===== src/sv/obrb_pkg.sv =====
// ----------------------------------------------------------------------------
// obrb_pkg
// shared constants, result codes and the controller-to-datapath command
// bundle for the overwriting byte ring buffer
// ----------------------------------------------------------------------------
package obrb_pkg;

    // default storage depth in bytes
    localparam int DEPTH_DEF = 64;

    // field widths fixed by the interface
    localparam int BYTE_W  = 8;
    localparam int CNT_W   = 7;
    localparam int STAT_W  = 2;

    // a burst never delivers more than this many bytes
    localparam logic [CNT_W-1:0] MAX_BURST = 7'd64;

    // request opcodes
    localparam logic CMD_WRITE = 1'b0;
    localparam logic CMD_READ  = 1'b1;

    // result status codes
    localparam logic [STAT_W-1:0] ST_OK        = 2'd0;
    localparam logic [STAT_W-1:0] ST_EMPTY     = 2'd1;
    localparam logic [STAT_W-1:0] ST_OVERWRITE = 2'd2;

    // one command per cycle from the controller to the datapath
    typedef struct packed {
        logic              wr_en;   // store one byte at head
        logic              rd_en;   // fetch one byte at tail
        logic              emit;    // produce a result for this command
        logic              last;    // final result of the request
        logic [STAT_W-1:0] status;  // status code of the result
    } t_cmd;

endpackage


===== src/sv/obrb_dpath.sv =====
// ----------------------------------------------------------------------------
// obrb_dpath
// byte storage, head/tail pointers, fill level and the registered result
// outputs; acts on one command from the controller each cycle
// ----------------------------------------------------------------------------
module obrb_dpath #(
    parameter int DEPTH = obrb_pkg::DEPTH_DEF
) (
    input  logic                             i_clk,
    input  logic                             i_rst_n,
    input  obrb_pkg::t_cmd                   i_cmd,
    input  logic [obrb_pkg::BYTE_W-1:0]      i_wr_byte,
    output logic [$clog2(DEPTH+1)-1:0]       o_fill,
    output logic                             o_valid,
    output logic [obrb_pkg::BYTE_W-1:0]      o_rd_byte,
    output logic                             o_has_byte,
    output logic                             o_last,
    output logic [obrb_pkg::STAT_W-1:0]      o_status,
    output logic [obrb_pkg::CNT_W-1:0]       o_free_space
);
    import obrb_pkg::*;

    localparam int PW = $clog2(DEPTH);
    localparam int FW = $clog2(DEPTH + 1);
    localparam logic [PW-1:0] PtrLast = PW'(DEPTH - 1);
    localparam logic [FW-1:0] DepthW  = FW'(DEPTH);

    logic [BYTE_W-1:0] r_mem [DEPTH];
    logic [BYTE_W-1:0] r_rdata;

    logic [PW-1:0] r_head, n_head;
    logic [PW-1:0] r_tail, n_tail;
    logic [FW-1:0] r_fill, n_fill;
    logic [PW-1:0] head_inc, tail_inc;
    logic [FW-1:0] free_full;

    logic              r_valid;
    logic              r_has;
    logic              r_last;
    logic [STAT_W-1:0] r_status;
    logic [CNT_W-1:0]  r_free;

    // pointer wrap at the end of storage
    assign head_inc = (r_head == PtrLast) ? '0 : r_head + 1'b1;
    assign tail_inc = (r_tail == PtrLast) ? '0 : r_tail + 1'b1;

    // next pointer and fill values
    always_comb begin
        n_head = r_head;
        n_tail = r_tail;
        n_fill = r_fill;
        if (i_cmd.wr_en) begin
            n_head = head_inc;
            if (r_fill == DepthW) begin
                n_tail = head_inc;
            end else begin
                n_fill = r_fill + 1'b1;
            end
        end else if (i_cmd.rd_en) begin
            n_tail = tail_inc;
            n_fill = r_fill - 1'b1;
        end
    end

    assign free_full = DepthW - n_fill;

    // control state and result registers
    always_ff @(posedge i_clk) begin
        if (!i_rst_n) begin
            r_head  <= '0;
            r_tail  <= '0;
            r_fill  <= '0;
            r_valid <= 1'b0;
            r_has   <= 1'b0;
        end else begin
            r_head  <= n_head;
            r_tail  <= n_tail;
            r_fill  <= n_fill;
            r_valid <= i_cmd.emit;
            r_has   <= i_cmd.rd_en;
        end
    end

    // result payload
    always_ff @(posedge i_clk) begin
        r_last   <= i_cmd.last;
        r_status <= i_cmd.status;
        r_free   <= CNT_W'(free_full);
    end

    // byte storage, one write port and one registered read port
    always_ff @(posedge i_clk) begin
        if (i_cmd.wr_en) begin
            r_mem[r_head] <= i_wr_byte;
        end
        if (i_cmd.rd_en) begin
            r_rdata <= r_mem[r_tail];
        end
    end

    assign o_fill       = r_fill;
    assign o_valid      = r_valid;
    assign o_rd_byte    = r_has ? r_rdata : '0;
    assign o_has_byte   = r_has;
    assign o_last       = r_last;
    assign o_status     = r_status;
    assign o_free_space = r_free;

endmodule


===== src/sv/obrb_ctrl.sv =====
// ----------------------------------------------------------------------------
// obrb_ctrl
// request sequencer: decodes a request, sizes a read burst and steps the
// datapath one byte per cycle until the burst is done
// ----------------------------------------------------------------------------
module obrb_ctrl #(
    parameter int DEPTH = obrb_pkg::DEPTH_DEF
) (
    input  logic                          i_clk,
    input  logic                          i_rst_n,
    input  logic                          start,
    output logic                          busy,
    input  logic                          i_cmd,
    input  logic [obrb_pkg::CNT_W-1:0]    i_read_count,
    input  logic [$clog2(DEPTH+1)-1:0]    i_fill,
    output obrb_pkg::t_cmd                o_cmd
);
    import obrb_pkg::*;

    localparam int FW = $clog2(DEPTH + 1);
    localparam int CW = (FW > CNT_W) ? FW : CNT_W;
    localparam logic [FW-1:0] DepthW = FW'(DEPTH);

    typedef enum logic {
        S_IDLE,
        S_BURST
    } t_state;

    t_state           r_state, n_state;
    logic [CNT_W-1:0] r_remain, n_remain;

    logic [CNT_W-1:0] req_sat;
    logic [CNT_W-1:0] burst_len;
    logic             accept;

    assign accept = start && (r_state == S_IDLE);
    assign busy   = (r_state != S_IDLE);

    // burst length: request capped at the burst limit and at the fill
    assign req_sat   = (i_read_count > MAX_BURST) ? MAX_BURST : i_read_count;
    assign burst_len = (CW'(i_fill) < CW'(req_sat)) ? CNT_W'(i_fill) : req_sat;

    // command decode and sequencing
    always_comb begin
        n_state  = r_state;
        n_remain = r_remain;
        o_cmd    = '0;
        case (r_state)
            S_IDLE: begin
                if (accept) begin
                    o_cmd.emit = 1'b1;
                    if (i_cmd == CMD_WRITE) begin
                        o_cmd.wr_en  = 1'b1;
                        o_cmd.last   = 1'b1;
                        o_cmd.status = (i_fill == DepthW) ? ST_OVERWRITE : ST_OK;
                    end else if (i_fill == '0) begin
                        o_cmd.last   = 1'b1;
                        o_cmd.status = ST_EMPTY;
                    end else if (burst_len == '0) begin
                        o_cmd.last   = 1'b1;
                        o_cmd.status = ST_OK;
                    end else begin
                        // first byte goes out right away
                        o_cmd.rd_en  = 1'b1;
                        o_cmd.status = ST_OK;
                        o_cmd.last   = (burst_len == CNT_W'(1));
                        if (burst_len != CNT_W'(1)) begin
                            n_remain = burst_len - 1'b1;
                            n_state  = S_BURST;
                        end
                    end
                end
            end
            S_BURST: begin
                o_cmd.emit   = 1'b1;
                o_cmd.rd_en  = 1'b1;
                o_cmd.status = ST_OK;
                o_cmd.last   = (r_remain == CNT_W'(1));
                n_remain     = r_remain - 1'b1;
                if (r_remain == CNT_W'(1)) begin
                    n_state = S_IDLE;
                end
            end
            default: begin
                n_state = S_IDLE;
            end
        endcase
    end

    // state and burst counter
    always_ff @(posedge i_clk) begin
        if (!i_rst_n) begin
            r_state  <= S_IDLE;
            r_remain <= '0;
        end else begin
            r_state  <= n_state;
            r_remain <= n_remain;
        end
    end

endmodule


===== src/sv/overwriting_byte_ring_buffer_unit.sv =====
// ----------------------------------------------------------------------------
// overwriting_byte_ring_buffer_unit
// byte ring buffer of DEPTH entries; a full buffer overwrites its oldest byte
// ----------------------------------------------------------------------------
// A request is taken when start is high and busy is low. A write, a read on
// an empty buffer and a zero-length read each give one result, shown with
// o_valid for one cycle in the cycle after the request; busy stays low, so a
// new request may follow in the very next cycle. A read of n bytes (n is the
// request capped at 64 and at the current fill) gives n results on
// consecutive cycles, oldest byte first, o_last on the final one; busy stays
// high while the remaining bytes are read, since the single read port of the
// byte store delivers one byte a cycle through its output register. Every
// result carries the free space after it. Results cannot be held off: the
// receiver must take o_valid whenever it is high.
// ----------------------------------------------------------------------------
module overwriting_byte_ring_buffer_unit #(
    parameter int DEPTH = obrb_pkg::DEPTH_DEF
) (
    input  logic                          i_clk,
    input  logic                          i_rst_n,
    input  logic                          start,
    output logic                          busy,
    input  logic                          i_cmd,
    input  logic [obrb_pkg::BYTE_W-1:0]   i_wr_byte,
    input  logic [obrb_pkg::CNT_W-1:0]    i_read_count,
    output logic                          o_valid,
    output logic [obrb_pkg::BYTE_W-1:0]   o_rd_byte,
    output logic                          o_has_byte,
    output logic                          o_last,
    output logic [obrb_pkg::STAT_W-1:0]   o_status,
    output logic [obrb_pkg::CNT_W-1:0]    o_free_space
);
    import obrb_pkg::*;

    t_cmd                       cmd;
    logic [$clog2(DEPTH+1)-1:0] fill;

    // request sequencer
    obrb_ctrl #(
        .DEPTH (DEPTH)
    ) u_ctrl (
        .i_clk        (i_clk),
        .i_rst_n      (i_rst_n),
        .start        (start),
        .busy         (busy),
        .i_cmd        (i_cmd),
        .i_read_count (i_read_count),
        .i_fill       (fill),
        .o_cmd        (cmd)
    );

    // storage and result registers
    obrb_dpath #(
        .DEPTH (DEPTH)
    ) u_dpath (
        .i_clk        (i_clk),
        .i_rst_n      (i_rst_n),
        .i_cmd        (cmd),
        .i_wr_byte    (i_wr_byte),
        .o_fill       (fill),
        .o_valid      (o_valid),
        .o_rd_byte    (o_rd_byte),
        .o_has_byte   (o_has_byte),
        .o_last       (o_last),
        .o_status     (o_status),
        .o_free_space (o_free_space)
    );

endmodule


===== config.mk =====
export PLATFORM = sky130hd
export DESIGN_NAME = overwriting_byte_ring_buffer_unit
export DESIGN_NICKNAME = d
export VERILOG_FILES = /design/src/sv/obrb_pkg.sv /design/src/sv/obrb_dpath.sv /design/src/sv/obrb_ctrl.sv /design/src/sv/overwriting_byte_ring_buffer_unit.sv
export SDC_FILE = /design/constraint.sdc
export NUM_CORES = 1
export LEC_CHECK = 0
export BUFFER_PORTS_ARGS = -buffer_cell sky130_fd_sc_hd__buf_2
export CORE_MARGIN = 5
export CORE_UTILIZATION = 63
export DETAILED_ROUTE_END_ITERATION = 8
export HOLD_SLACK_MARGIN = 0.1
export PLACE_DENSITY = 0.82
export SLEW_MARGIN = 20
export SYNTH_ARGS = -nofsm -noshare
export SYNTH_HDL_FRONTEND = slang
export SYNTH_SLANG_ARGS = --single-unit

===== constraint.sdc =====
create_clock -name i_clk -period 9 [get_ports i_clk]
set_input_delay 1.8 -clock i_clk [delete_from_list [all_inputs] [get_ports i_clk]]
set_output_delay 1.8 -clock i_clk [all_outputs]
set_load 0.1 [all_outputs]

**Yosys cells after proc, flatten, opt, wreduce, memory -nomap -nowiden**

Memory sizes are Yosys's and may differ from the RTL's. A register that Yosys moved wholly into a read port is not among the register bits.
Cells that the tools add are included.

- Flip-flop bits (word level): 39
- Bits in latches: 0
- Bits in writable memories: 512
- Bits in read-only memories: 0
- Input port bits: 19
- Output and inout bits: 21
- Logic and storage cells: 76
- Memories kept: 1

Memory list:

| name | depth | width | read ports | clocked after Yosys merged registers in | write ports | line | source |
|---|---|---|---|---|---|---|---|
| u_dpath.r_mem | 64 | 8 | 1 | 1 | 1 | obrb_dpath.sv:28 | `logic [BYTE_W-1:0] r_mem [DEPTH];` |

- Add/sub/neg operators: 7
- $mul: 0
- Div/mod/pow operators: 0
- Magnitude comparators: 2
- Equal/unequal tests: 12
- Shifts and indexed selects: 0
- Multiplexer cells: 37
- Bitwise gates (word level): 1
- Reduce and logical (&&, ||, !) cells: 6

Operators with widths:

| operator | number |
|---|---|
| two-way mux 7 bit | 10 |
| two-way mux 6 bit | 6 |
| subtractor 7 x 1 -> 7 bit (second input constant) | 3 |
| == test 7 x 1 -> 1 bit (second input constant) | 2 |
| zero test 7 bit | 2 |
| one-hot mux 7 bit (2 select lines) | 1 |
| two-way mux 1 bit | 13 |
| adder 6 x 1 -> 6 bit (second input constant) | 2 |
| == test 6 bit (second input constant) | 2 |
| one-hot mux 5 bit (2 select lines) | 1 |
| two-way mux 3 bit | 3 |
| two-way mux 8 bit | 1 |
| != test 2 bit (second input constant) | 4 |
| adder 7 x 1 -> 7 bit (second input constant) | 1 |
| == test 7 bit (second input constant) | 1 |
| > comparator 7 bit (second input constant) | 1 |
| less-than comparator 7 bit | 1 |
| != test 7 x 1 -> 1 bit (second input constant) | 1 |
| subtractor 7 bit (first input constant) | 1 |
| AND reduction 5 bit | 1 |
| != test 2 x 1 -> 1 bit (second input constant) | 2 |
| two-way mux 2 bit | 1 |
| one-hot mux 1 bit (2 select lines) | 1 |
| AND reduction 2 bit | 1 |
| other kinds (3) | 3 |

**Logic depth before layout (Yosys ltp)**

Gate-level depths: netlist of run 1.

- Depth after elaboration: 13
- Depth in mapped cells: 24
- Gate-level depth less buffers: 22

**Hierarchy**

Synthesis of run 1 repeated with hierarchy kept, for this count alone.

- Cell total of the unflattened synthesis: 1292
- Area total of the unflattened synthesis: 22740.6 µm²

By module, submodules not included:

| module | times used | cells an instance | area an instance (µm²) | seq. area each (µm²) |
|---|---|---|---|---|
| obrb_dpath | 1 | 1157 | 21724.6 | 16235.6 |
| obrb_ctrl | 1 | 135 | 1016.0 | 160.2 |

**Worst setup path before layout of run 1**

Ideal clock, no wire load.

- Kind: in2reg
- Start point: input port i_read_count[6] (netlist name)
- End point: register u_dpath.r_free[6], in the netlist u_dpath.o_free_space[6]
- Library setup time: 0.122 ns
- Data arrival time: 5.280 ns
- Required time: 8.878 ns
- Setup slack: 3.597 ns
- Stages on the path: 23
- Buffers on the path: 2
- Path through: clkinv_1 > nand2_1 > ha_1 > a211oi_1 > o21ai_1 > a21oi_1 > clkbuf_1 > a21oi_1 > ha_1 > buf_2 > inv_1 > a2111oi_2 > a311oi_2 > nor2_4 > inv_4 > a21oi_1 > xnor2_1 > inv_1 > ha_1 > inv_1 > a21oi_1 > nand4_1 > xnor2_1

RTL lines:

| item | line | source |
|---|---|---|
| from (decl) | overwriting_byte_ring_buffer_unit.sv:25 | `input logic [obrb_pkg::CNT_W-1:0] i_read_count,` |
| to (signal assigned) | obrb_dpath.sv:88 | `r_free <= CNT_W'(free_full);` |
| to (decl) | obrb_dpath.sv:41 | `logic [CNT_W-1:0] r_free;` |

==> summary.md, run 1 <==
| Metric | Value |
|---|---|
| Run status | completed |
| Vias/cell | 6.790 |
| Crit share post-route | roughly 63% |
| Fmax | 0.1754 GHz |
| Slew Limit Fails | 0 |
| Mapped cell area | 0.02262 sq mm |
| # setup viols final | 0 |
| Post-Syn Nets | ~1200 |
| Reg2reg start | u_dpath.o_fill[2] |
| Post-synth EDFFs | 520 |
| # port buffers | 39 |
| Rows | just under 70 |
| First-pass GRT wire length | ~76000 um |
| Die height | ~200 um |
| Synth Register Bits | about 560 |
| Design Power | a little under 0.007 W |
| CTS tree | done |
| Total global routing overflow | 0 |
| Worst clock skew | 0.01813 ns |
| Post_cts resized | 0 |
| Initial antenna violation count | 4 |
| RSZ-0062 raised after global routing | no |
| Pleak | around 7.8 nW |
| Area of the multi-input gates | between 0.005 and 0.006 sq mm |
| Filler cell count | between 2000 and 2500 |
| Worst R2R Setup Slack | around 4.4 ns |
| Ports | 40 |
| Starting Density | a little under two thirds |
| Worst skew pair latency | roughly 0.6 ns |
| Area growth syn-to-layout | 10.20% |
| Drt drc | 0 |
| Reg power frac | 44.9% |
| Seq. cell area | between 0.015 and 0.02 sq mm |
| Nets | between 1000 and 1500 |
| Antenna-violating nets left | 0 |
| Switching power | roughly 0.002 W |
| Largest vdd supply drop | roughly 0.47 mV |
| Hold depth | 2 |
| Setup total negative slack | 0 ns |
| Pwr dens | approximately 270 mW/mm^2 |
| Hold_sp | u_ctrl.r_remain[2] |
| Max_cap viols | 0 |
| CP required | 9.47 ns |
| Count of cell types in the netlist | 76 |
| Internal power | 0.004748 W |
| Final Core Density | between 70 and 80% |
| Mapped Cells | around 1200 |
| Slew HR | around 30% |
| Vias in the first global route | ~12000 |
| Clock Pin Slew Worst Setup and Hold Paths | roughly 0.07 ns |
| H-tree depth | 2 |
| Worst slew pin tran | 1.054 ns |
| Layout cell share with drive strength beyond 1 | about 26% |
| Routed length per instance | 29.60 um |
| Avg Cell Area, Syn | roughly 19 sq um |
| Total wire length | around 51000 um |
| Fin. Hold Viols | 0 |
| Core Area | around 0.035 sq mm |
| Worst setup EP type | register |
| Crit Reg-Reg Endpoint | u_dpath.o_free_space[6] |
| Syn. warnings | 0 |
| # Post-CTS Setup Buffers | 0 |
| Share of the yosys chip area belonging to registers | about 72% |
| Starting DRT DRC Count | between 1000 and 1500 |
| Worst Reg-to-Reg Cells | 18 |
| Clock root cell | clkbuf_16 |
| Placed Instance Area | 0.02322 sq mm |
| CTS Sinks | around 560 |
| Worst path arrival time | around 6.2 ns |
| Pin count of the biggest net entering global routing | just over 80 |
| Clock buffer depth | 3 |
| WHS Endpoint | u_ctrl.r_remain[2] |
| Worst hold slack | around 0.5 ns |
| Fin crit period | ~5.7 ns |
| Die footprint | approximately 0.04 sq mm |
| Ys flop type | edfxtp_1 |
| All-Layer GR Usage | 26.12% |
| Design Area, Final | around 0.025 sq mm |
| Min-Delay Path Class | reg -> reg |
| Worst Path Max Fanout | 13 |
| CTS Hold Bufs | 0 |
| Die width | 199.5 um |
| Gpl congestion | a little under 0.9 |
| Pre-antenna DRT Iters | 7 |
| Comb pwr share | around a quarter |
| Dpl hpwl | about 28000 um |
| Clk pwr share | between 30% and 40% |
| WS Path Type | in -> reg |
| Fraction of registers with async set/reset | 0% |
| DR vias | ~12000 |
| TritonCTS buffer count | 54 |
| Sw Share | between 20 and 30% |
| CP Launch Type | primary input |
## routing by layer
layer  GRT usage [%]  share of wire [%]
met5          0.8642               0.16
met4           8.000                3.0
met3           6.778                 10
met2           41.36                 49
met1           36.77                 38
## layout make-up
class	count	area share (%)
multi-input combinational	522	23.70
antenna	3	0.03012
sequential	559	65.81
clock buffer	70	5.873
clock inverter	29	0.8584
tap	461	2.314
timing repair buffer	49	1.170
inverter	15	0.2359
## power by group through the flow
| stage | combinational (W) | sequential (W) | clock, W |
|---|---|---|---|
| global placement | 0.00152 | 0.00308 | 0 |
| detailed placement | 0.00155 | 0.00308 | 0 |
| finish | 0.00158 | 0.00303 | 0.00215 |
| global route | 0.00169 | 0.00304 | 0.00230 |
| CTS | 0.00157 | 0.00303 | 0.00217 |
| floorplan | 0.00109 | 0.00319 | 0 |
## Yosys cell counts, drive strengths merged, types with 3 or more instances
| cell type | count | area share [%] |
|---|---|---|
| o21ai | 20 | 0.44 |
| xnor2 | 10 | 0.39 |
| o211ai | 3 | 0.10 |
| and2 | 14 | 0.40 |
| xor2 | 10 | 0.39 |
| nand3b | 7 | 0.23 |
| dfxtp | 39 | 3.5 |
| or3b | 3 | 0.12 |
| and3 | 3 | 0.083 |
| a211oi | 7 | 0.29 |
| ha | 16 | 0.89 |
| nor2b | 3 | 0.083 |
| nand3 | 16 | 0.35 |
| a21o | 3 | 0.10 |
| inv | 14 | 0.24 |
| nand4 | 6 | 0.17 |
| a21oi | 26 | 0.58 |
| nor2 | 111 | 1.9 |
| edfxtp | 520 | 69 |
| nand2 | 35 | 0.59 |
| buf | 19 | 0.43 |
| clkbuf | 45 | 0.75 |
| mux4 | 168 | 17 |
| nor4 | 3 | 0.15 |
| or3 | 4 | 0.11 |
| nor3 | 11 | 0.24 |
## placed cells by master, fill, tap and decap left out, types with 4 or more instances in the layout
| cell | instances |
|---|---|
| a21oi_1 | 26 |
| buf_2 | 32 |
| edfxtp_1 | 520 |
| clkbuf_1 | 10 |
| xnor2_1 | 10 |
| nor3_1 | 11 |
| clkbuf_16 | 55 |
| xor2_1 | 10 |
| clkinv_2 | 10 |
| nand4_1 | 6 |
| nand2_1 | 34 |
| inv_1 | 12 |
| nand3b_1 | 7 |
| clkinv_1 | 11 |
| dfxtp_1 | 36 |
| nor2_1 | 109 |
| a211oi_1 | 6 |
| mux4_2 | 168 |
| ha_1 | 16 |
| o21ai_0 | 19 |
| and2_1 | 13 |
| buf_4 | 16 |
| nand3_1 | 16 |
| or3_1 | 4 |
## through the flow
stage | setup WS [ns] | std cells
final | 3.299 | 1708
after global routing | 2.814 | 1705
after CTS | 3.376 | 1705
after detailed placement | 2.778 | 1606
after global placement | 2.920 | 1606
after floorplan | 3.597 | 1160
## worst max-delay path: stages
cell and delay (ns):
buf_2 0.13, clkinv_1 0.21, nand2_1 0.18, ha_1 0.26, a211oi_1 0.20, o21ai_1 0.15
a21oi_1 0.60, a21oi_1 0.21, ha_1 0.37, inv_1 0.17, a2111oi_2 0.06, a311oi_2 0.56
nor2_4 0.10, inv_4 0.19, a21oi_1 0.10, a21oi_1 0.20, ha_1 0.17, inv_1 0.05
a21oi_1 0.17, nand4_1 0.13, xnor2_1 0.15
## logic make-up (layout without fill, tap and decap cells)
family	after synthesis	after routing	synth area share, %
fa+ha+maj	16	16	0.8851
simple gates	229	229	4.885
mux	170	170	16.82
flops	559	559	72.49
compound gates	87	87	2.711
buf+inv	79	163	1.438
other cells	0	3	0
xor+xnor	20	20	0.7744
## worst max-delay path by stage
stage	depth (start not counted)	to	from
final	21	u_dpath.o_free_space[6]	i_read_count[6]
after global routing	23	u_dpath.o_free_space[6]	i_read_count[6]
after CTS	23	u_dpath.o_free_space[6]	i_read_count[6]
after detailed placement	23	u_dpath.o_free_space[6]	i_read_count[6]
after global placement	21	u_dpath.o_free_space[6]	i_read_count[6]
after floorplan	23	u_dpath.o_free_space[6]	i_read_count[6]
## state kept, by name (all words and copies together), names as in the netlist
| register | flops |
|---|---|
| u_ctrl.busy | 1 |
| u_ctrl.r_remain | 7 |
| u_dpath.o_fill | 7 |
| u_dpath.o_free_space | 7 |
| u_dpath.o_has_byte | 1 |
| u_dpath.o_last | 1 |
| u_dpath.o_status | 2 |
| u_dpath.o_valid | 1 |
| u_dpath.r_head | 6 |
| u_dpath.r_mem | 512 |
| u_dpath.r_rdata | 8 |
| u_dpath.r_tail | 6 |
Power figures use the tool's default switching activity.
==> run 2: changes to the inputs <==
--- a/config.mk
+++ b/config.mk
@@ -7,10 +7,10 @@
 export LEC_CHECK = 0
 export BUFFER_PORTS_ARGS = -buffer_cell sky130_fd_sc_hd__buf_2
 export CORE_MARGIN = 5
-export CORE_UTILIZATION = 63
+export CORE_UTILIZATION = 62
 export DETAILED_ROUTE_END_ITERATION = 8
 export HOLD_SLACK_MARGIN = 0.1
-export PLACE_DENSITY = 0.82
+export PLACE_DENSITY = 0.81
 export SLEW_MARGIN = 20
 export SYNTH_ARGS = -nofsm -noshare
 export SYNTH_HDL_FRONTEND = slang
==> constraint.sdc (replaced) <==
create_clock -name i_clk -period 5.9 [get_ports i_clk]
set_input_delay 1.18 -clock i_clk [delete_from_list [all_inputs] [get_ports i_clk]]
set_output_delay 1.18 -clock i_clk [all_outputs]
set_load 0.1 [all_outputs]
==> run 2 against run 1 <==
Global-route usage is 1.6 points lower. Worst setup slack worse by 2.3 ns. Count of clock-buffer cells in the layout is 5 lower. Critical path depth is 1 higher. Die area increased by 1.5%. Highest routed layer is now met4. Non-clock buffer count decreased by 1. Largest power group unchanged.
==> summary.md, run 2 (synthesized netlist as in run 1, its figures left out) <==
| Metric | Value |
|---|---|
| Die height | 201 um (was 199.5 um) |
| Area growth syn-to-layout | 10.39% (was 10.20%) |
| Max_cap viols | 0 (unchanged) |
| Worst R2R Setup Slack | 1.45 ns (was 4.37 ns) |
| # Post-CTS Setup Buffers | 0 (unchanged) |
| Global-route layer with the greatest usage | met2 (unchanged) |
| First-pass GRT wire length | 73840 um (was 75520 um) |
| Crit Reg-Reg Endpoint | u_dpath.o_free_space[6] (unchanged) |
| Crit share post-route | ~83% |
| Rows | 70 (was 69) |
| Worst slew pin tran | 0.8681 ns (was 1.054 ns) |
| Worst setup EP type | register (unchanged) |
| Worst Reg-to-Reg Cells | 19 (was 18) |
| Worst path arrival time | 5.38 ns (was 6.17 ns) |
| Final Worst Setup Slack | 0.9891 ns (was 3.299 ns) |
| Core Area | 0.03635 sq mm (was 0.03548 sq mm) |
| Reg2reg start | u_dpath.o_fill[2] (unchanged) |
| Clock root cell | clkbuf_16 (unchanged) |
| Die width | 201 um (was 199.5 um) |
| H-tree depth | 2 (unchanged) |
| DR vias | 11399 (was 11597) |
| Min-Delay Path Class | reg -> reg (unchanged) |
| Met2 Use GR | 38.88% (was 41.36%) |
| Commonest non-fill, non-tap cell in the layout | edfxtp_1 (unchanged) |
| Seq. cell area | 0.01640 sq mm (unchanged) |
| Slew Limit Fails | 0 (unchanged) |
| Fmax | between 0.2 and 0.25 GHz |
| TritonCTS buffer count | 54 (unchanged) |
| Clock Pin Slew Worst Setup and Hold Paths | 0.07 ns (about the same) |
| Worst clock skew | 0.02062 ns (was 0.01813 ns) |
| Fin. Hold Viols | 0 (unchanged) |
| # setup viols final | 0 (unchanged) |
| Gpl congestion | 0.8538 (was 0.8942) |
| Pin count of the biggest net entering global routing | 132 (was 81) |
| Biggest register | u_dpath.r_mem (unchanged) |
| CP startpoint | i_read_count[6] (unchanged) |
| Antenna cells | 0 (was 3) |
| Pleak | 7.758 nW (was 7.750 nW) |
| Fin crit period | 4.911 ns |
| CTS Sinks | 559 (unchanged) |
| CTS Hold Bufs | 0 (unchanged) |
| Clock buffer depth | 3 (unchanged) |
| Drt drc | 0 (unchanged) |
| Vias/cell | 6.670 (was 6.790) |
| Layout cell share with drive strength beyond 1 | 25.54% (was 25.72%) |
| Worst skew pair latency | 0.60 ns (was 0.59 ns) |
| Pre-antenna DRT Iters | 6 (was 7) |
| Final Instance Count excl. Fillers | 1709 (was 1708) |
| Most frequent cells in the layout | edfxtp_1, mux4_2, nor2_1 (unchanged) |
| Ports | 40 (unchanged) |
| Global Route met3 Usage | 5.153% (was 6.778%) |
| CTS tree | done (unchanged) |
| Max reg flops | 512 (unchanged) |
| Setup total negative slack | 0 ns (unchanged) |
| Met1 usage | 35.45% (was 36.77%) |
| Nets | 1235 (was 1236) |
| Post_cts resized | 0 (unchanged) |
| Starting DRT DRC Count | 1196 (was 1358) |
| Slowest stage cell on the critical path | ha_1 (was a21oi_1) |
| Area of the multi-input gates | 0.005908 sq mm (unchanged) |
| Initial antenna violation count | 0 (was 4) |
| Slew HR | 41.91% (was 29.45%) |
| Starting Density | 62.23% (was 63.74%) |
| Antenna-violating nets left | 0 (unchanged) |
| Largest vdd supply drop | 0.2386 mV (was 0.4666 mV) |
| Largest stage delay, worst path | 0.45 ns (was 0.60 ns) |
| Routed length per instance | 28.36 um (was 29.60 um) |
| Vias in the first global route | 11438 (was 11618) |
| Total global routing overflow | 0 (unchanged) |
| CP Launch Type | primary input (unchanged) |
| Filler cell count | 2173 (was 2040) |
| Die footprint | 0.04040 sq mm (was 0.03979 sq mm) |
| Total wire length | 48460 um (was 50560 um) |
| Dpl hpwl | 27930 um (was 27960 um) |
| Placed Cells | 1612 (was 1606) |
| Run status | completed (unchanged) |
| Worst slack, placed | 0.5147 ns (was 2.778 ns) |
| Worst Path Max Fanout | 13 (unchanged) |
| Crit-path cells | buf_2, clkinv_1, nand2_1, ha_1, a211oi_1, o21ai_1, a21o_1, a31oi_1, ha_1, inv_1, a2111oi_2, a311oi_2, nor2_4, inv_4, a21oi_1, xnor2_1, inv_1, ha_1, inv_1, a21oi_1, nand4_1, xnor2_1 (was buf_2, clkinv_1, nand2_1, ha_1, a211oi_1, o21ai_1, a21oi_1, a21oi_1, ha_1, inv_1, a2111oi_2, a311oi_2, nor2_4, inv_4, a21oi_1, a21oi_1, ha_1, inv_1, a21oi_1, nand4_1, xnor2_1) |
| CP required | 6.37 ns (was 9.47 ns) |
| # port buffers | 39 (unchanged) |
| CP endpoint | u_dpath.o_free_space[6] (unchanged) |
| Pwr dens | 414.6 mW/mm^2 (was 271.0 mW/mm^2) |
| All-Layer GR Usage | 24.51% (was 26.12%) |
| RSZ-0062 raised after global routing | no (unchanged) |
| WS Path Type | in -> reg (unchanged) |
| Regs by FF count | u_dpath.r_mem (512), u_dpath.r_rdata (8) (unchanged) |
run 2: cell types whose count changed in the layout (fill, tap and decap cells not counted), moves of 2 or more:
cell | previous run | this run
buf_12 | 0 | 3
buf_4 | 16 | 14
bufinv_16 | 2 | 5
clkbuf_4 | 3 | 0
clkbuf_8 | 2 | 0
clkinv_2 | 10 | 12
clkinv_4 | 1 | 3
diode_2 | 3 | 0
inv_6 | 3 | 0
run 2: layer usage:
layer  up-vias  wire [um]
met5         -          0
met4         0       1227
met3        73       4346
met2       630      23930
met1      5870      18960
li1       4826          -
run 2: layout make-up:
| type | count | share of cell area [%] |
|---|---|---|
| Tap cell | 468 | 2.345 |
| Timing Repair Buffer | 48 | 1.283 |
| Clock buffer | 65 | 5.577 |
| Inverter | 15 | 0.2355 |
| Multi-Input combinational cell | 522 | 23.66 |
| Clock inverter | 32 | 1.198 |
| Sequential cell | 559 | 65.70 |
run 2: how the worst min path moves through the flow:
stage	from	end	depth (start not counted)
floorplan	u_ctrl.r_remain[2]	u_ctrl.r_remain[2]	2
global placement	u_dpath.r_tail[5]	u_dpath.r_tail[5]	2
global route	u_dpath.r_tail[5]	u_dpath.r_tail[5]	2
detailed placement	u_dpath.r_tail[5]	u_dpath.r_tail[5]	2
CTS	u_dpath.r_tail[5]	u_dpath.r_tail[5]	2
finish	u_ctrl.r_remain[2]	u_ctrl.r_remain[2]	2
run 2: metrics by stage:
| step | total power, W | cell area, sq um | util (%) | hold slack (ns) |
|---|---|---|---|---|
| floorplan | 0.006529 | 22620 | - | 0.4717 |
| global placement | 0.007056 | 23260 | 63.99 | 0.4944 |
| detailed placement | 0.007101 | 23260 | 63.99 | 0.5122 |
| CTS | 0.01039 | 24950 | 68.64 | 0.5205 |
| global route | 0.01078 | 24970 | 68.70 | 0.5498 |
| finish | 0.01035 | 24970 | 68.70 | 0.5362 |
run 2: power breakdown:
group	internal (W)	total, W	switching, W
clock	0.00190	0.00332	0.00142
combinational	0.000945	0.00242	0.00147
sequential	0.00447	0.00461	0.000141
total	0.00731	0.0104	0.00304
run 2: critical path: cells and delay by family:
| kind | cells | cell delay (ns) |
|---|---|---|
| adders and majority gates | 3 | 0.85 |
| buffers and inverters | 6 | 0.74 |
| AOI/OAI and AO/OA | 8 | 1.80 |
| xor gates and xnor gates | 2 | 0.28 |
| and+or+nand+nor | 3 | 0.54 |
==> run 3: changes to the inputs <==
--- a/config.mk
+++ b/config.mk
@@ -5,12 +5,13 @@
 export SDC_FILE = /design/constraint.sdc
 export NUM_CORES = 1
 export LEC_CHECK = 0
+export ABC_AREA = 1
 export BUFFER_PORTS_ARGS = -buffer_cell sky130_fd_sc_hd__buf_2
 export CORE_MARGIN = 5
-export CORE_UTILIZATION = 62
+export CORE_UTILIZATION = 56
 export DETAILED_ROUTE_END_ITERATION = 8
 export HOLD_SLACK_MARGIN = 0.1
-export PLACE_DENSITY = 0.81
+export PLACE_DENSITY = 0.77
 export SLEW_MARGIN = 20
 export SYNTH_ARGS = -nofsm -noshare
 export SYNTH_HDL_FRONTEND = slang
==> constraint.sdc (replaced) <==
create_clock -name i_clk -period 4.5 [get_ports i_clk]
set_input_delay 0.9 -clock i_clk [delete_from_list [all_inputs] [get_ports i_clk]]
set_output_delay 0.9 -clock i_clk [all_outputs]
set_load 0.1 [all_outputs]
==> run 3 against run 2 <==
Final area rose by 1.8%. First-iteration DRC count rose by 82%. Largest power group unchanged. Count of clock-buffer cells in the layout rose by 12. Worst hold slack got worse by 0.010 ns. Cell count rose by 47%. Combinational power rose by 26%. Largest cell class unchanged. Routed wire length rose by 17%. Critical path type unchanged. Synthesized area rose by 2.1%. Sequential share of layout area fell by 1.2 points.
==> summary.md, run 3 <==
| Metric | Value |
|---|---|
| Run status | completed (unchanged) |
| Antenna-violating nets left | 0 (unchanged) |
| DR vias | 15764 (was 11399) |
| Nets | 1985 (was 1235) |
| Crit share post-route | approximately four fifths |
| First-pass GRT wire length | 87470 um (was 73840 um) |
| Clock root cell | clkbuf_16 (unchanged) |
| Global Route met3 Usage | 5.598% (was 5.153%) |
| All-Layer GR Usage | 24.91% (was 24.51%) |
| Regs by FF count | u_dpath.r_mem (512), u_dpath.r_rdata (8) (unchanged) |
| CTS Sinks | 559 (unchanged) |
| Die height | 213.1 um (was 201 um) |
| Clock buffer depth | 3 (unchanged) |
| Setup total negative slack | 0 ns (unchanged) |
| Top-count cell post-synth | edfxtp_1 (unchanged) |
| Pleak | 8.535 nW (was 7.758 nW) |
| Syn. warnings | 0 (unchanged) |
| H-tree depth | 2 (unchanged) |
| Share of the yosys chip area belonging to registers | 71.01% (was 72.49%) |
| Yosys top cell by area | edfxtp_1 (unchanged) |
| Post_cts resized | 0 (unchanged) |
| Worst setup EP type | register (unchanged) |
| Core Area | 0.04083 sq mm (was 0.03635 sq mm) |
| Biggest register | u_dpath.r_mem (unchanged) |
| Layout cell share with drive strength beyond 1 | 9.210% (was 25.54%) |
| Die footprint | 0.04539 sq mm (was 0.04040 sq mm) |
| Worst clock skew | 0.02473 ns (was 0.02062 ns) |
| # setup viols final | 0 (unchanged) |
| Initial antenna violation count | 0 (unchanged) |
| Starting DRT DRC Count | 2172 (was 1196) |
| Post-Syn Nets | 1980 (was 1195) |
| Sw Share | 31.69% (was 29.34%) |
| Fmax | about 0.27 GHz |
| Gpl congestion | 0.8840 (was 0.8538) |
| RSZ-0062 raised after global routing | no (unchanged) |
| Fin crit period | roughly 3.7 ns |
| Die width | 213.1 um (was 201 um) |
| Worst slew pin tran | 1.045 ns (was 0.8681 ns) |
| Clk pwr share | 32.1% (about the same) |
| Final Instance Count excl. Fillers | 2519 (was 1709) |
| Worst skew pair latency | 0.60 ns (about the same) |
| Met2 Use GR | 40.14% (was 38.88%) |
| Post-synth EDFFs | 520 (unchanged) |
| Slew HR | 30.25% (was 41.91%) |
| Routed length per instance | 22.42 um (was 28.36 um) |
| Total wire length | 56480 um (was 48460 um) |
| Rows | 74 (was 70) |
| CTS Hold Bufs | 0 (unchanged) |
| Comb pwr share | 22.9% (was 23.4%) |
| Filler cell count | 3030 (was 2173) |
| Synth cell count leaders | edfxtp_1, nor2_1, o21ai_0, o22ai_1, clkbuf_1 (was edfxtp_1, mux4_2, nor2_1, clkbuf_1, dfxtp_1) |
| Max_cap viols | 0 (unchanged) |
| Commonest non-fill, non-tap cell in the layout | edfxtp_1 (unchanged) |
| Worst Path Max Fanout | 16 (was 13) |
| Vias in the first global route | 15348 (was 11438) |
| Antenna cells | 0 (unchanged) |
| Total global routing overflow | 0 (unchanged) |
| WS Path Type | in -> reg (unchanged) |
| CP required | 4.97 ns (was 6.37 ns) |
| Switching power | 0.004205 W (was 0.003038 W) |
| Area of the multi-input gates | 0.005984 sq mm (was 0.005908 sq mm) |
| Final Core Density | 62.27% (was 68.70%) |
| Max reg flops | 512 (unchanged) |
| Min-Delay Path Class | reg -> reg (unchanged) |
| Starting Density | 56.55% (was 62.23%) |
| CP Launch Type | primary input (unchanged) |
| Largest vdd supply drop | 0.3553 mV (was 0.2386 mV) |
| Global-route layer with the greatest usage | met2 (unchanged) |
| Clock Pin Slew Worst Setup and Hold Paths | 0.06 ns (was 0.07 ns) |
| Internal power | 0.009066 W (was 0.007315 W) |
| Fin. Hold Viols | 0 (unchanged) |
| Vias/cell | 6.258 (was 6.670) |
| Ys flop type | edfxtp_1 (unchanged) |
| Fraction of registers with async set/reset | 0% (unchanged) |
| # port buffers | 39 (unchanged) |
| Pwr dens | 521.9 mW/mm^2 (was 414.6 mW/mm^2) |
| Avg Cell Area, Syn | 11.87 sq um (was 19.50 sq um) |
| Most frequent cells in the layout | edfxtp_1, nor2_1, o21ai_0 (was edfxtp_1, mux4_2, nor2_1) |
| Met1 usage | 34.11% (was 35.45%) |
| Final Worst Setup Slack | 0.8129 ns (was 0.9891 ns) |
| Mapped Cells | 1945 (was 1160) |
| Pin count of the biggest net entering global routing | 131 (was 132) |
| Top cells by area, synth | edfxtp_1, o21ai_0, nor2_1 (was edfxtp_1, mux4_2, dfxtp_1) |
| Slew Limit Fails | 0 (unchanged) |
| CTS tree | done (unchanged) |
| Seq. cell area | 0.01641 sq mm (was 0.01640 sq mm) |
| TritonCTS buffer count | 55 (was 54) |
| Placed Cells | 2425 (was 1612) |
| Area growth syn-to-layout | 10.12% (was 10.39%) |
| Synth top area share | 67.63% (was 69.04%) |
| Drt drc | 0 (unchanged) |
| Worst slack, placed | 0.2850 ns (was 0.5147 ns) |
| Ports | 40 (unchanged) |
| Pre-antenna DRT Iters | 5 (was 6) |
| Mapped cell area | 0.02309 sq mm (was 0.02262 sq mm) |
| Dpl hpwl | 32730 um (was 27930 um) |
| # Post-CTS Setup Buffers | 0 (unchanged) |
| Reg power frac | 45.0% (was 44.6%) |
| Worst path arrival time | 4.16 ns (was 5.38 ns) |
| Count of cell types in the netlist | 43 (was 76) |
| Synth Register Bits | 559 (unchanged) |
## run 3: final cells by class
type / instances / share of cell area [%]
well taps: 532 / 2.618
clock inverters: 17 / 0.7086
multi-input cells: 1200 / 23.54
flip-flops and latches: 559 / 64.52
clock buffers: 77 / 5.738
inverters: 67 / 1.009
repair buffers: 67 / 1.870
## run 3: cells by family (layout without fill, tap and decap cells)
| logic type | Yosys count | count (layout) | synth area share, % |
|---|---|---|---|
| compound gates | 556 | 556 | 13.44 |
| xor+xnor | 11 | 11 | 0.4172 |
| fa+ha+maj | 16 | 16 | 0.8670 |
| buf+inv | 186 | 228 | 3.072 |
| flops | 559 | 559 | 71.01 |
| simple gates | 617 | 617 | 11.19 |
## run 3: path summary, 6_finish.rpt
path	cells after the start	endpoint	slack, ns	startpoint
setup / recovery	25	u_dpath.o_free_space[6]	0.81	i_read_count[6]
hold / removal	2	u_ctrl.r_remain[4]	0.53	u_ctrl.r_remain[4]
setup reg to reg	23	u_dpath.o_free_space[6]	0.99	u_dpath.o_fill[2]
hold reg to reg	2	u_ctrl.r_remain[4]	0.53	u_ctrl.r_remain[4]
## run 3: power by group through the flow
stage | sequential [W] | clock (W) | combinational [W]
finish | 0.00597 | 0.00426 | 0.00304
global route | 0.00599 | 0.00453 | 0.00331
CTS | 0.00597 | 0.00430 | 0.00300
detailed placement | 0.00608 | 0 | 0.00298
global placement | 0.00607 | 0 | 0.00291
floorplan | 0.00632 | 0 | 0.00185
## run 3: routing by layer
metal	vias up	part of all wire (%)
li1	7091	-
met1	7625	39
met2	916	47
met3	132	10
met4	0	3.3
met5	-	0
## run 3: metrics by stage
stage               cell area [sq um]  total power (W)  hold WS, ns
floorplan                       23090         0.008170       0.4716
global placement                23780         0.008977       0.4999
detailed placement              23780         0.009057       0.5178
CTS                             25420          0.01326       0.5265
global route                    25430          0.01382       0.5577
finish                          25430          0.01327       0.5260
## run 3: worst max-delay path, stage by stage
cell     delay (ns)
buf_2          0.12
inv_2          0.12
nand2_1        0.11
ha_1           0.31
a21oi_1        0.14
o21a_2         0.23
nand2_8        0.10
o21ai_0        0.37
inv_1          0.09
ha_1           0.24
nand3_4        0.12
nor2_4         0.05
nand2_4        0.10
nand2_8        0.08
nand2_8        0.16
nand2_1        0.08
nand3_1        0.09
nand2_1        0.07
inv_1          0.08
ha_1           0.18
nand3_1        0.10
nor2_2         0.14
nand2_1        0.06
nand2_1        0.05
nand2_1        0.05
